`src/kpi_pkg.sv`:
```
`timescale 1ns / 1ps

package kpi_pkg;

   // Table geometry
   localparam int MAX_POINTS = 64;
   localparam int IDX_W      = $clog2(MAX_POINTS);
   localparam int CNT_W      = $clog2(MAX_POINTS + 1);

   // Number formats
   localparam int COORD_W = 32;
   localparam int NCOORD  = 6;
   localparam int T_IN_W  = 18;
   localparam int T_W     = 17;
   localparam int FRAC_W  = 16;
   localparam int SCALE_W = T_W + IDX_W;
   localparam int PROD_W  = (COORD_W + 1) + (FRAC_W + 1);

   localparam logic [T_W-1:0]   T_ONE    = T_W'(1 << FRAC_W);
   localparam logic [CNT_W-1:0] CNT_FULL = CNT_W'(MAX_POINTS);

   // Item kinds
   localparam logic [1:0] KIND_CLEAR  = 2'd0;
   localparam logic [1:0] KIND_APPEND = 2'd1;
   localparam logic [1:0] KIND_SET_T  = 2'd2;

   // One keyframe: pos x,y,z then look x,y,z
   typedef logic [NCOORD-1:0][COORD_W-1:0] frame_type;

   // Commands from the controller to the datapath
   typedef struct packed {
      logic accept;
      logic scale_en;
      logic fetch_en;
      logic mult_en;
      logic load_out;
   } kpi_cmd_type;

endpackage

```
`src/kpi_ctrl.sv`:
```
`timescale 1ns / 1ps

module kpi_ctrl (
   input  logic                 clock,
   input  logic                 reset,
   input  logic                 req_valid,
   output logic                 req_ready,
   output logic                 rsp_valid,
   input  logic                 rsp_ready,
   output kpi_pkg::kpi_cmd_type cmd
);

   localparam logic [2:0] ST_IDLE  = 3'd0;
   localparam logic [2:0] ST_SCALE = 3'd1;
   localparam logic [2:0] ST_FETCH = 3'd2;
   localparam logic [2:0] ST_MULT  = 3'd3;
   localparam logic [2:0] ST_LOAD  = 3'd4;

   logic [2:0] state_ff, state_in;
   logic       rsp_valid_ff, rsp_valid_in;

   // Sequence one item through the datapath stages
   always_comb begin
      state_in     = state_ff;
      cmd          = '0;
      rsp_valid_in = rsp_valid_ff && !rsp_ready;
      case (state_ff)
         ST_IDLE: begin
            if (req_valid) begin
               cmd.accept = 1'b1;
               state_in   = ST_SCALE;
            end
         end
         ST_SCALE: begin
            cmd.scale_en = 1'b1;
            state_in     = ST_FETCH;
         end
         ST_FETCH: begin
            cmd.fetch_en = 1'b1;
            state_in     = ST_MULT;
         end
         ST_MULT: begin
            cmd.mult_en = 1'b1;
            state_in    = ST_LOAD;
         end
         ST_LOAD: begin
            // hold until the output register is free
            if (!rsp_valid_ff || rsp_ready) begin
               cmd.load_out = 1'b1;
               rsp_valid_in = 1'b1;
               state_in     = ST_IDLE;
            end
         end
         default: begin
            state_in = ST_IDLE;
         end
      endcase
   end

   always_ff @(posedge clock) begin
      if (reset) begin
         state_ff     <= ST_IDLE;
         rsp_valid_ff <= 1'b0;
      end else begin
         state_ff     <= state_in;
         rsp_valid_ff <= rsp_valid_in;
      end
   end

   assign req_ready = (state_ff == ST_IDLE);
   assign rsp_valid = rsp_valid_ff;

   // Stage commands run in a fixed order after an accepted beat
   a_stage_order: assert property (@(posedge clock) disable iff (reset)
      cmd.accept |=> cmd.scale_en ##1 cmd.fetch_en ##1 cmd.mult_en)
      else $error("stage commands out of order");

   a_one_cmd: assert property (@(posedge clock) disable iff (reset)
      $onehot0({cmd.accept, cmd.scale_en, cmd.fetch_en, cmd.mult_en, cmd.load_out}))
      else $error("more than one stage command at once");

   a_load_shows: assert property (@(posedge clock) disable iff (reset)
      cmd.load_out |=> rsp_valid && req_ready)
      else $error("loaded result not presented");

endmodule

```
`config.mk`:
```
export PLATFORM = sky130hd
export DESIGN_NAME = kpi_ctrl
export DESIGN_NICKNAME = d
export VERILOG_FILES = /design/src/kpi_pkg.sv /design/src/kpi_ctrl.sv
export SDC_FILE = /design/constraint.sdc
export NUM_CORES = 1
export LEC_CHECK = 0
export BUFFER_PORTS_ARGS = -buffer_cell sky130_fd_sc_hd__buf_2
export CAP_MARGIN = 40
export CORE_AREA = 2 2 39 41
export CTS_CLUSTER_DIAMETER = 200
export CTS_CLUSTER_SIZE = 12
export DETAILED_ROUTE_END_ITERATION = 16
export DIE_AREA = 0 0 41 43
export PLACE_DENSITY = 0.36
export SLEW_MARGIN = 10
export SYNTH_ARGS = -nofsm -noshare
export SYNTH_HDL_FRONTEND = slang
export SYNTH_SLANG_ARGS = --single-unit
```
`constraint.sdc`:
```
create_clock -name clock -period 2.14 [get_ports clock]
set_clock_uncertainty 0.2 [all_clocks]
set_input_delay 0.214 -clock clock [delete_from_list [all_inputs] [get_ports clock]]
set_output_delay 0.214 -clock clock [all_outputs]
set_load 0.02 [all_outputs]
```
==> results.py, run 1 <==
metrics = {
    "yosys": {
        "ys_seq_area_share_pct": 41.8,
        "syn_avg_cell_area_sq_um": 10.1,
        "yosysTopAreaCell": "dfxtp_1",
        "synth_top_area_share_pct": 41.8,
        "ys_ff_latch": 4,
        "synth-async-reset-ratio_pct": 0,
        "syn_nets": 23,
        "syn-cell-area_sq_um": 191,
        "synth.most_common_cell": "dfxtp_1",
        "synthCells": 19,
        "yosysWarnings": 0,
        "synth_edf_count": 0,
        "yosysUniqueCellTypes": 14,
        "synth_common_cells": "4 x dfxtp_1, 2 x nor3_1, 2 x nor3b_1",
        "yosys_most_used_dff": "dfxtp_1",
        "synthTopCellsByArea": "dfxtp_1 42%, nor3b_1 7.8%, o31ai_2 6.5%",
    },
    "status": {
        "status": "finished clean",
    },
    "global_route": {
        "antenna_found_initial": 0,
        "grt_pass1_wl_microns": 717,
        "grt_max_degree": 9,
        "grtUsageTotal_pct": 6.63,
        "grt_pass1_vias": 167,
        "grt_overflow": 0,
    },
    "clocking": {
        "cts.repair.resized": 0,
        "htreeDepth": 1,
        "ctsRootBufferMaster": "clkbuf_4",
        "cts.sinks": 4,
        "cts_tree": "built",
        "clk_pin_slew_ns": 0.04,
        "cts_max_path_buffers": 2,
        "clock_latency_ns": 0.23,
        "postCtsSetupBuffers": 0,
        "ctsHoldBuffers": 1,
        "cts_buffers": 3,
    },
    "hold_path": {
        "hp-class": "in -> reg",
        "hp-start": "req_valid",
    },
    "worst_setup_path": {
        "crit_path_top_delay_cell": "dfxtp_1",
        "critPathLaunch": "state_ff[2]",
        "critical_path_class": "reg -> out",
        "critical_path.cell_chain": "or3b_4 -> nor2b_1 -> buf_2",
        "worstPathRequired_ns": 1.73,
        "crit_path_max_incr_delay_ns": 0.42,
        "worstSetupStartpointType": "flip-flop",
        "reg2reg_from": "state_ff[0]",
        "end_kind": "primary output",
        "crit_arrival_ns": 1.35,
        "crit_fanout": 8,
    },
    "sta": {
        "max_slew_margin_pct": 83.6,
        "worst_pin_slew_ns": 0.246,
        "period_share_pct": 82.4,
        "min_period_ns": 1.76,
        "fmax_mhz": 567,
        "rsz0062_at_grt": "no",
        "finalSetupViolCount": 0,
        "fin_setup_tns_ns": 0,
        "whs_ns": 0.0637,
        "hold_viol_final": 0,
        "final-max-slew-violation-count": 0,
    },
    "floorplan": {
        "initial_core_util_pct": 13.8,
        "die_y_microns": 43,
        "ios": 11,
        "core.rowCount": 14,
        "core_sq_mm": 0.00138,
        "die_w_microns": 41,
        "die-area_sq_mm": 0.00176,
    },
    "routing": {
        "firstDrtPassIters": 1,
        "vias_per_cell": 3.90,
        "wl_microns": 407,
        "vias": 191,
        "drc": 0,
        "wl_per_cell_microns": 8.31,
        "antenna_left": 0,
        "drt_iter0_markers": 0,
    },
    "power": {
        "ir_drop_v": 0.000173,
        "p_leak_nw": 0.132,
        "powerDensity_mw_per_mm2": 791,
    },
    "run": {
        "cap_viol_max_count": 0,
    },
    "layout": {
        "drive_gt1_share_pct": 45.5,
        "diodes": 0,
        "final_core_util_pct": 21.2,
        "area_delta_synth_final_pct": 53.6,
        "final_nets": 39,
    },
    "placement": {
        "gp_congestion": 0.617,
        "dp_hpwl_microns": 321,
        "io_buffers": 10,
    },
}
==> registers in the layout (all words and copies together), names as in the netlist <==
| name | count |
|---|---|
| state_ff | 3 |
| rsp_valid | 1 |
==> cells by family (layout without fill, tap and decap cells) <==
group,count (synthesis),count (layout),synth area share [%]
xor+xnor,1,1,4.58
simple gates,12,12,44.4
buf+inv,0,14,0
compound gates,2,2,9.15
flops,4,4,41.8
==> layer usage <==
metal / vias to the layer above / global-route usage, % / routed length (microns) / share of wire (%)
met1: 85 / 6.43 / 153 / 38
met5: - / 0 / 0 / 0
met4: 0 / 8.00 / 15 / 3.7
met2: 4 / 8.75 / 216 / 53
li1: 100 / - / - / -
met3: 2 / 3.14 / 22 / 5.4
==> path summary, 6_finish.rpt <==
| path | end | slack [ns] | cells after the start |
|---|---|---|---|
| worst max-delay path | cmd[0] | 0.38 | 3 |
| worst min-delay path | state_ff[0] | 0.06 | 3 |
| worst min register to register | rsp_valid | 0.33 | 2 |
| worst max register to register | state_ff[2] | 0.82 | 2 |
==> critical path, delay by kind of cell (launching register included) <==
family	cells	cell delay, ns
flops	1	0.42
simple gates	2	0.53
buf+inv	1	0.16
==> where the power goes <==
| group | internal, W | switching [W] | total, W |
|---|---|---|---|
| registers | 0.0000801 | 0.00000914 | 0.0000892 |
| clock network | 0.0000627 | 0.0000309 | 0.0000937 |
| logic | 0.0000226 | 0.0000271 | 0.0000496 |
| total | 0.000165 | 0.0000671 | 0.000233 |
==> stage by stage <==
step | std cells | cell area [sq um] | worst slack, ns | total power, W
2_1_floorplan | 19 | 191 | 0.498 | 0.000121
3_3_place_gp | 45 | 262 | 0.611 | 0.000140
3_5_place_dp | 45 | 262 | 0.610 | 0.000140
4_1_cts | 49 | 294 | 0.353 | 0.000242
5_1_grt | 49 | 294 | 0.290 | 0.000253
6_report | 49 | 294 | 0.377 | 0.000233
==> final cells by class <==
| class | count | area, sq um |
|---|---|---|
| Timing Repair Buffer | 11 | 60.1 |
| Sequential cell | 4 | 80.1 |
| Fill cell | 163 | 1090 |
| Clock buffer | 3 | 22.5 |
| Tap cell | 16 | 20.0 |
| Multi-Input combinational cell | 15 | 111 |
==> cells in the final DEF, fill, tap and decap left out <==
| cell type | count |
|---|---|
| xnor2_1 | 1 |
| nor3b_1 | 2 |
| nand2b_1 | 1 |
| or4bb_1 | 1 |
| or3b_4 | 1 |
| nor4_1 | 1 |
| o31ai_2 | 1 |
| clkbuf_4 | 3 |
| and3b_1 | 1 |
| nor3_1 | 2 |
| nor2b_1 | 1 |
| a21oi_1 | 1 |
| and2_1 | 1 |
| dlygate4sd3_1 | 1 |
| dfxtp_1 | 4 |
| buf_2 | 10 |
| nor2_1 | 1 |
Note: power is estimated with default switching activity, not from simulation.
==> run 2, diff against run 1 <==
==> constraint.sdc (replaced) <==
create_clock -name clock -period 1.8 [get_ports clock]
set_clock_uncertainty 0.2 [all_clocks]
set_input_delay 0.18 -clock clock [delete_from_list [all_inputs] [get_ports clock]]
set_output_delay 0.18 -clock clock [all_outputs]
set_load 0.02 [all_outputs]
==> run 2 against run 1 <==
  * Global-route usage is 1.3 points lower
  * Via count decreased by 5.8%
  * First-iteration DRC count stayed put
  * Critical endpoint unchanged
==> results.py, run 2 (synthesized netlist as in run 1, its figures left out) <==
metrics = {
    "status": {
        "status": "finished clean",
    },
    "power": {
        "switchingPower_w": 0.0000757,
        "power.share.clock_pct": 39.5,
        "p_sw_share_pct": 27.8,
        "power_frac_comb_pct": 21.6,
        "ir_drop_v": 0.000290,
        "internal_power_w": 0.000196,
        "p_leak_nw": 0.132,
        "powerDensity_mw_per_mm2": 926,
        "p_seq_share_pct": 38.9,
    },
    "floorplan": {
        "ios": 11,
        "core.rowCount": 14,
        "core_sq_mm": 0.00138,
        "die_w_microns": 41,
        "initial_core_util_pct": 13.8,
        "die-area_sq_mm": 0.00176,
        "die_y_microns": 43,
    },
    "routing": {
        "wl_per_cell_microns": 8.04,
        "firstDrtPassIters": 1,
        "wl_microns": 394,
        "drc": 0,
        "vias_per_cell": 3.67,
        "antenna_left": 0,
        "drt_iter0_markers": 0,
        "vias": 180,
    },
    "worst_setup_path": {
        "worstPathRequired_ns": 1.42,
        "critical_path.cell_chain": "or3b_4 -> nor2b_1 -> buf_2",
        "worstSetupStartpointType": "flip-flop",
        "crit_fanout": 8,
        "end_kind": "primary output",
        "critical_path_class": "reg -> out",
        "crit_path_max_incr_delay_ns": 0.42,
        "crit_path_top_delay_cell": "dfxtp_1",
        "crit_arrival_ns": 1.35,
    },
    "sta": {
        "fin_setup_tns_ns": 0,
        "max_slew_margin_pct": 84.0,
        "finalSetupViolCount": 0,
        "fmax_mhz": 579,
        "rsz0062_at_grt": "no",
        "min_period_ns": 1.73,
        "hold_viol_final": 0,
        "final-max-slew-violation-count": 0,
        "worst_pin_slew_ns": 0.239,
        "whs_ns": 0.0418,
        "period_share_pct": 95.9,
        "setup_ws_ns": 0.0732,
    },
    "layout": {
        "layout_commonest_cell": "buf_2",
        "final_area_sq_um": 294,
        "stdcell_count": 49,
        "largest_reg_flops": 3,
        "drive_gt1_share_pct": 45.5,
        "area_delta_synth_final_pct": 53.6,
        "diodes": 0,
        "largest-register": "state_ff",
        "final_cell_mix": "10 x buf_2, 4 x dfxtp_1, 3 x clkbuf_4, 2 x nor3b_1, 2 x nor3_1",
        "final_nets": 39,
    },
    "run": {
        "cap_viol_max_count": 0,
    },
    "clocking": {
        "cts_buffers": 3,
        "clk_pin_slew_ns": 0.04,
        "ctsRootBufferMaster": "clkbuf_4",
        "cts_tree": "built",
        "cts.repair.resized": 0,
        "clock_latency_ns": 0.23,
        "cts.sinks": 4,
        "cts_max_path_buffers": 2,
        "htreeDepth": 1,
    },
    "placement": {
        "gp_congestion": 0.620,
        "place_area_sq_um": 262,
        "dp_worst_setup_slack_ns": 0.313,
        "dp_hpwl_microns": 315,
        "dpl.cell_count": 45,
        "io_buffers": 10,
    },
    "global_route": {
        "grt_max_degree": 9,
        "grt_pass1_vias": 154,
        "antenna_found_initial": 0,
        "grtUsageTotal_pct": 5.31,
        "grt_overflow": 0,
        "grt_pass1_wl_microns": 579,
    },
    "hold_path": {
        "hp-class": "in -> reg",
    },
}
[run 2: cell counts in the layout (fill, tap and decap cells not counted)]
No cell type changed its count.
[run 2: area by class of cell]
class | count | area (sq um)
flip-flops and latches | 4 | 80.1
fillers | 159 | 1090
repair buffers | 11 | 60.1
multi-input cells | 15 | 111
clock buffers | 3 | 22.5
well taps | 16 | 20.0
[run 2: final timing paths]
check	end	from	depth (start not counted)	slack, ns
setup / recovery	cmd[0]	state_ff[2]	3	0.07
setup reg to reg	state_ff[2]	state_ff[0]	2	0.48
hold / removal	state_ff[0]	req_valid	3	0.04
hold reg to reg	state_ff[2]	rsp_valid	2	0.32
[run 2: worst max-delay path, delay by kind of cell, from the launching register on]
kind	cells	cell delay, ns
DFF	1	0.42
buffers and inverters	1	0.17
and+or+nand+nor	2	0.53
[run 2: per-layer routing]
metal | vias up | track usage (%) | wire length [microns]
met5 | - | 0 | 0
met4 | 0 | 6.00 | 0
met3 | 0 | 3.14 | 23
li1 | 99 | - | -
met2 | 2 | 7.50 | 220
met1 | 79 | 4.47 | 150
[run 2: power groups by stage]
stage / clock [W] / sequential (W) / combinational, W
floorplan: 0 / 0.000105 / 0.0000388
global placement: 0 / 0.000107 / 0.0000587
detailed placement: 0 / 0.000107 / 0.0000582
CTS: 0.000117 / 0.000106 / 0.0000598
global route: 0.000120 / 0.000107 / 0.0000639
finish: 0.000107 / 0.000106 / 0.0000587
[run 2: what timing repair did]
| item | in CTS | in global routing |
|---|---|---|
| hold buffers | 1 | 0 |
| hold endpoints to repair | 4 | 0 |
| setup buffers | 0 | 0 |
[run 2: metrics by stage]
stage / total power [W] / utilization [%]
3_5_place_dp: 0.000166 / 18.9
4_1_cts: 0.000282 / 21.2
2_1_floorplan: 0.000144 / -
3_3_place_gp: 0.000166 / 18.9
5_1_grt: 0.000292 / 21.2
6_report: 0.000272 / 21.2
==> run 3, diff against run 2 <==
--- a/config.mk
+++ b/config.mk
@@ -13,6 +13,7 @@
 export DETAILED_ROUTE_END_ITERATION = 16
 export DIE_AREA = 0 0 41 43
 export PLACE_DENSITY = 0.36
+export RECOVER_POWER = 100
 export SLEW_MARGIN = 10
 export SYNTH_ARGS = -nofsm -noshare
 export SYNTH_HDL_FRONTEND = slang
==> run 3 against run 2 <==
  * Global-route usage unchanged
  * Worst hold slack about the same
  * Wire length increased by 1.0%
  * Die area unchanged
  * Power decreased by 1.3%
  * Final cell count unchanged
  * Non-clock buffer count unchanged
  * Critical endpoint unchanged
  * Largest cell class unchanged
==> results.py, run 3 (synthesized netlist as in run 1, its figures left out) <==
metrics = {
    "placement": {
        "dp_worst_setup_slack_ns": 0.313,
        "place_area_sq_um": 262,
        "dp_hpwl_microns": 315,
        "gp_congestion": 0.620,
        "io_buffers": 10,
    },
    "sta": {
        "min_period_ns": 1.73,
        "max_slew_margin_pct": 82.9,
        "period_share_pct": 95.9,
        "worst_pin_slew_ns": 0.257,
        "final-max-slew-violation-count": 0,
        "fin_setup_tns_ns": 0,
        "setup_ws_ns": 0.0740,
        "rsz0062_at_grt": "no",
        "hold_viol_final": 0,
        "finalSetupViolCount": 0,
        "fmax_mhz": 579,
    },
    "routing": {
        "drt_iter0_markers": 1,
        "wl_per_cell_microns": 8.12,
        "firstDrtPassIters": 2,
        "antenna_left": 0,
        "wl_microns": 398,
        "vias_per_cell": 3.65,
        "drc": 0,
        "vias": 179,
    },
    "layout": {
        "diodes": 0,
        "area_delta_synth_final_pct": 49.0,
        "largest-register": "state_ff",
        "layout_commonest_cell": "clkbuf_1",
        "drive_gt1_share_pct": 24.2,
        "final_cell_mix": "7 x clkbuf_1, 4 x dfxtp_1, 3 x clkbuf_4, 3 x buf_2",
        "nFillCells": 163,
        "final_area_sq_um": 285,
        "largest_reg_flops": 3,
        "final_nets": 39,
    },
    "clocking": {
        "clk_pin_slew_ns": 0.04,
        "ctsRootBufferMaster": "clkbuf_4",
        "cts_buffers": 3,
        "cts.sinks": 4,
        "clock_latency_ns": 0.23,
        "cts_max_path_buffers": 2,
        "htreeDepth": 1,
        "cts_tree": "built",
        "cts.repair.resized": 0,
        "ctsHoldBuffers": 1,
        "postCtsSetupBuffers": 0,
    },
    "floorplan": {
        "die-area_sq_mm": 0.00176,
        "core_sq_mm": 0.00138,
        "ios": 11,
        "die_w_microns": 41,
        "core.rowCount": 14,
        "initial_core_util_pct": 13.8,
        "die_y_microns": 43,
    },
    "global_route": {
        "grt_overflow": 0,
        "grtUsageTotal_pct": 5.31,
        "grt_max_degree": 9,
        "antenna_found_initial": 0,
        "grt_pass1_vias": 154,
        "grt_pass1_wl_microns": 579,
    },
    "worst_setup_path": {
        "critPathLaunch": "state_ff[2]",
        "crit_arrival_ns": 1.35,
        "end_kind": "primary output",
        "rr_endpoint": "state_ff[2]",
        "worstSetupStartpointType": "flip-flop",
        "reg2reg_depth": 2,
        "critical_path_class": "reg -> out",
        "crit_end": "cmd[0]",
        "rrSetupSlack_ns": 0.49,
        "crit_fanout": 8,
        "worstPathRequired_ns": 1.42,
        "reg2reg_from": "state_ff[0]",
    },
    "power": {
        "ir_drop_v": 0.000290,
        "switchingPower_w": 0.0000761,
        "powerDensity_mw_per_mm2": 941,
        "power.share.clock_pct": 40.0,
        "p_leak_nw": 0.107,
        "p_total_w": 0.000269,
        "internal_power_w": 0.000192,
        "p_seq_share_pct": 39.4,
        "p_sw_share_pct": 28.4,
        "power_frac_comb_pct": 20.5,
    },
    "hold_path": {
        "hp-class": "in -> reg",
    },
    "status": {
        "status": "finished clean",
    },
    "run": {
        "cap_viol_max_count": 0,
    },
}
-- run 3: cell types whose count changed in the layout (fill, tap and decap cells not counted), sizes merged --
cell / delta
buf: -7
clkbuf: +7
-- run 3: metrics by stage --
stage,hold WS [ns],utilization (%),cells
after floorplan,0.0491,-,19
after global placement,0.219,18.9,45
after detailed placement,0.226,18.9,45
after CTS,0.0349,21.2,49
after global routing,0.0480,20.6,49
final,0.0417,20.6,49
-- run 3: routing by layer --
metal | wire (microns) | up-vias | global-route usage [%]
li1 | - | 98 | -
met1 | 154 | 79 | 4.47
met2 | 219 | 2 | 7.50
met3 | 24 | 0 | 3.14
met4 | 0 | 0 | 6.00
met5 | 0 | - | 0
-- run 3: power groups by stage --
stage | Combinational, W | Clock, W | Sequential, W
global placement | 0.0000587 | 0 | 0.000107
floorplan | 0.0000388 | 0 | 0.000105
finish | 0.0000552 | 0.000107 | 0.000106
detailed placement | 0.0000582 | 0 | 0.000107
global route | 0.0000601 | 0.000120 | 0.000107
CTS | 0.0000598 | 0.000117 | 0.000106
-- run 3: worst min-delay path by stage --
stage	startpoint	end	slack (ns)	cells after the start
after floorplan	reset	rsp_valid	0.05	1
after global placement	reset	rsp_valid	0.22	2
after detailed placement	reset	rsp_valid	0.23	2
after CTS	req_valid	state_ff[0]	0.03	3
after global routing	req_valid	state_ff[0]	0.05	3
final	req_valid	state_ff[0]	0.04	3
-- run 3: worst max-delay path: stages (launching register included) --
cell	delay [ns]
dfxtp_1	0.42
or3b_4	0.42
nor2b_1	0.11
buf_2	0.17
-- run 3: cell type report --
cell class | count | area [sq um] | area share [%]
clock buffers | 3 | 22.5 | 7.89
multi-input cells | 15 | 111 | 39.0
flip-flops and latches | 4 | 80.1 | 28.1
well taps | 16 | 20.0 | 7.02
repair buffers | 11 | 51.3 | 18.0
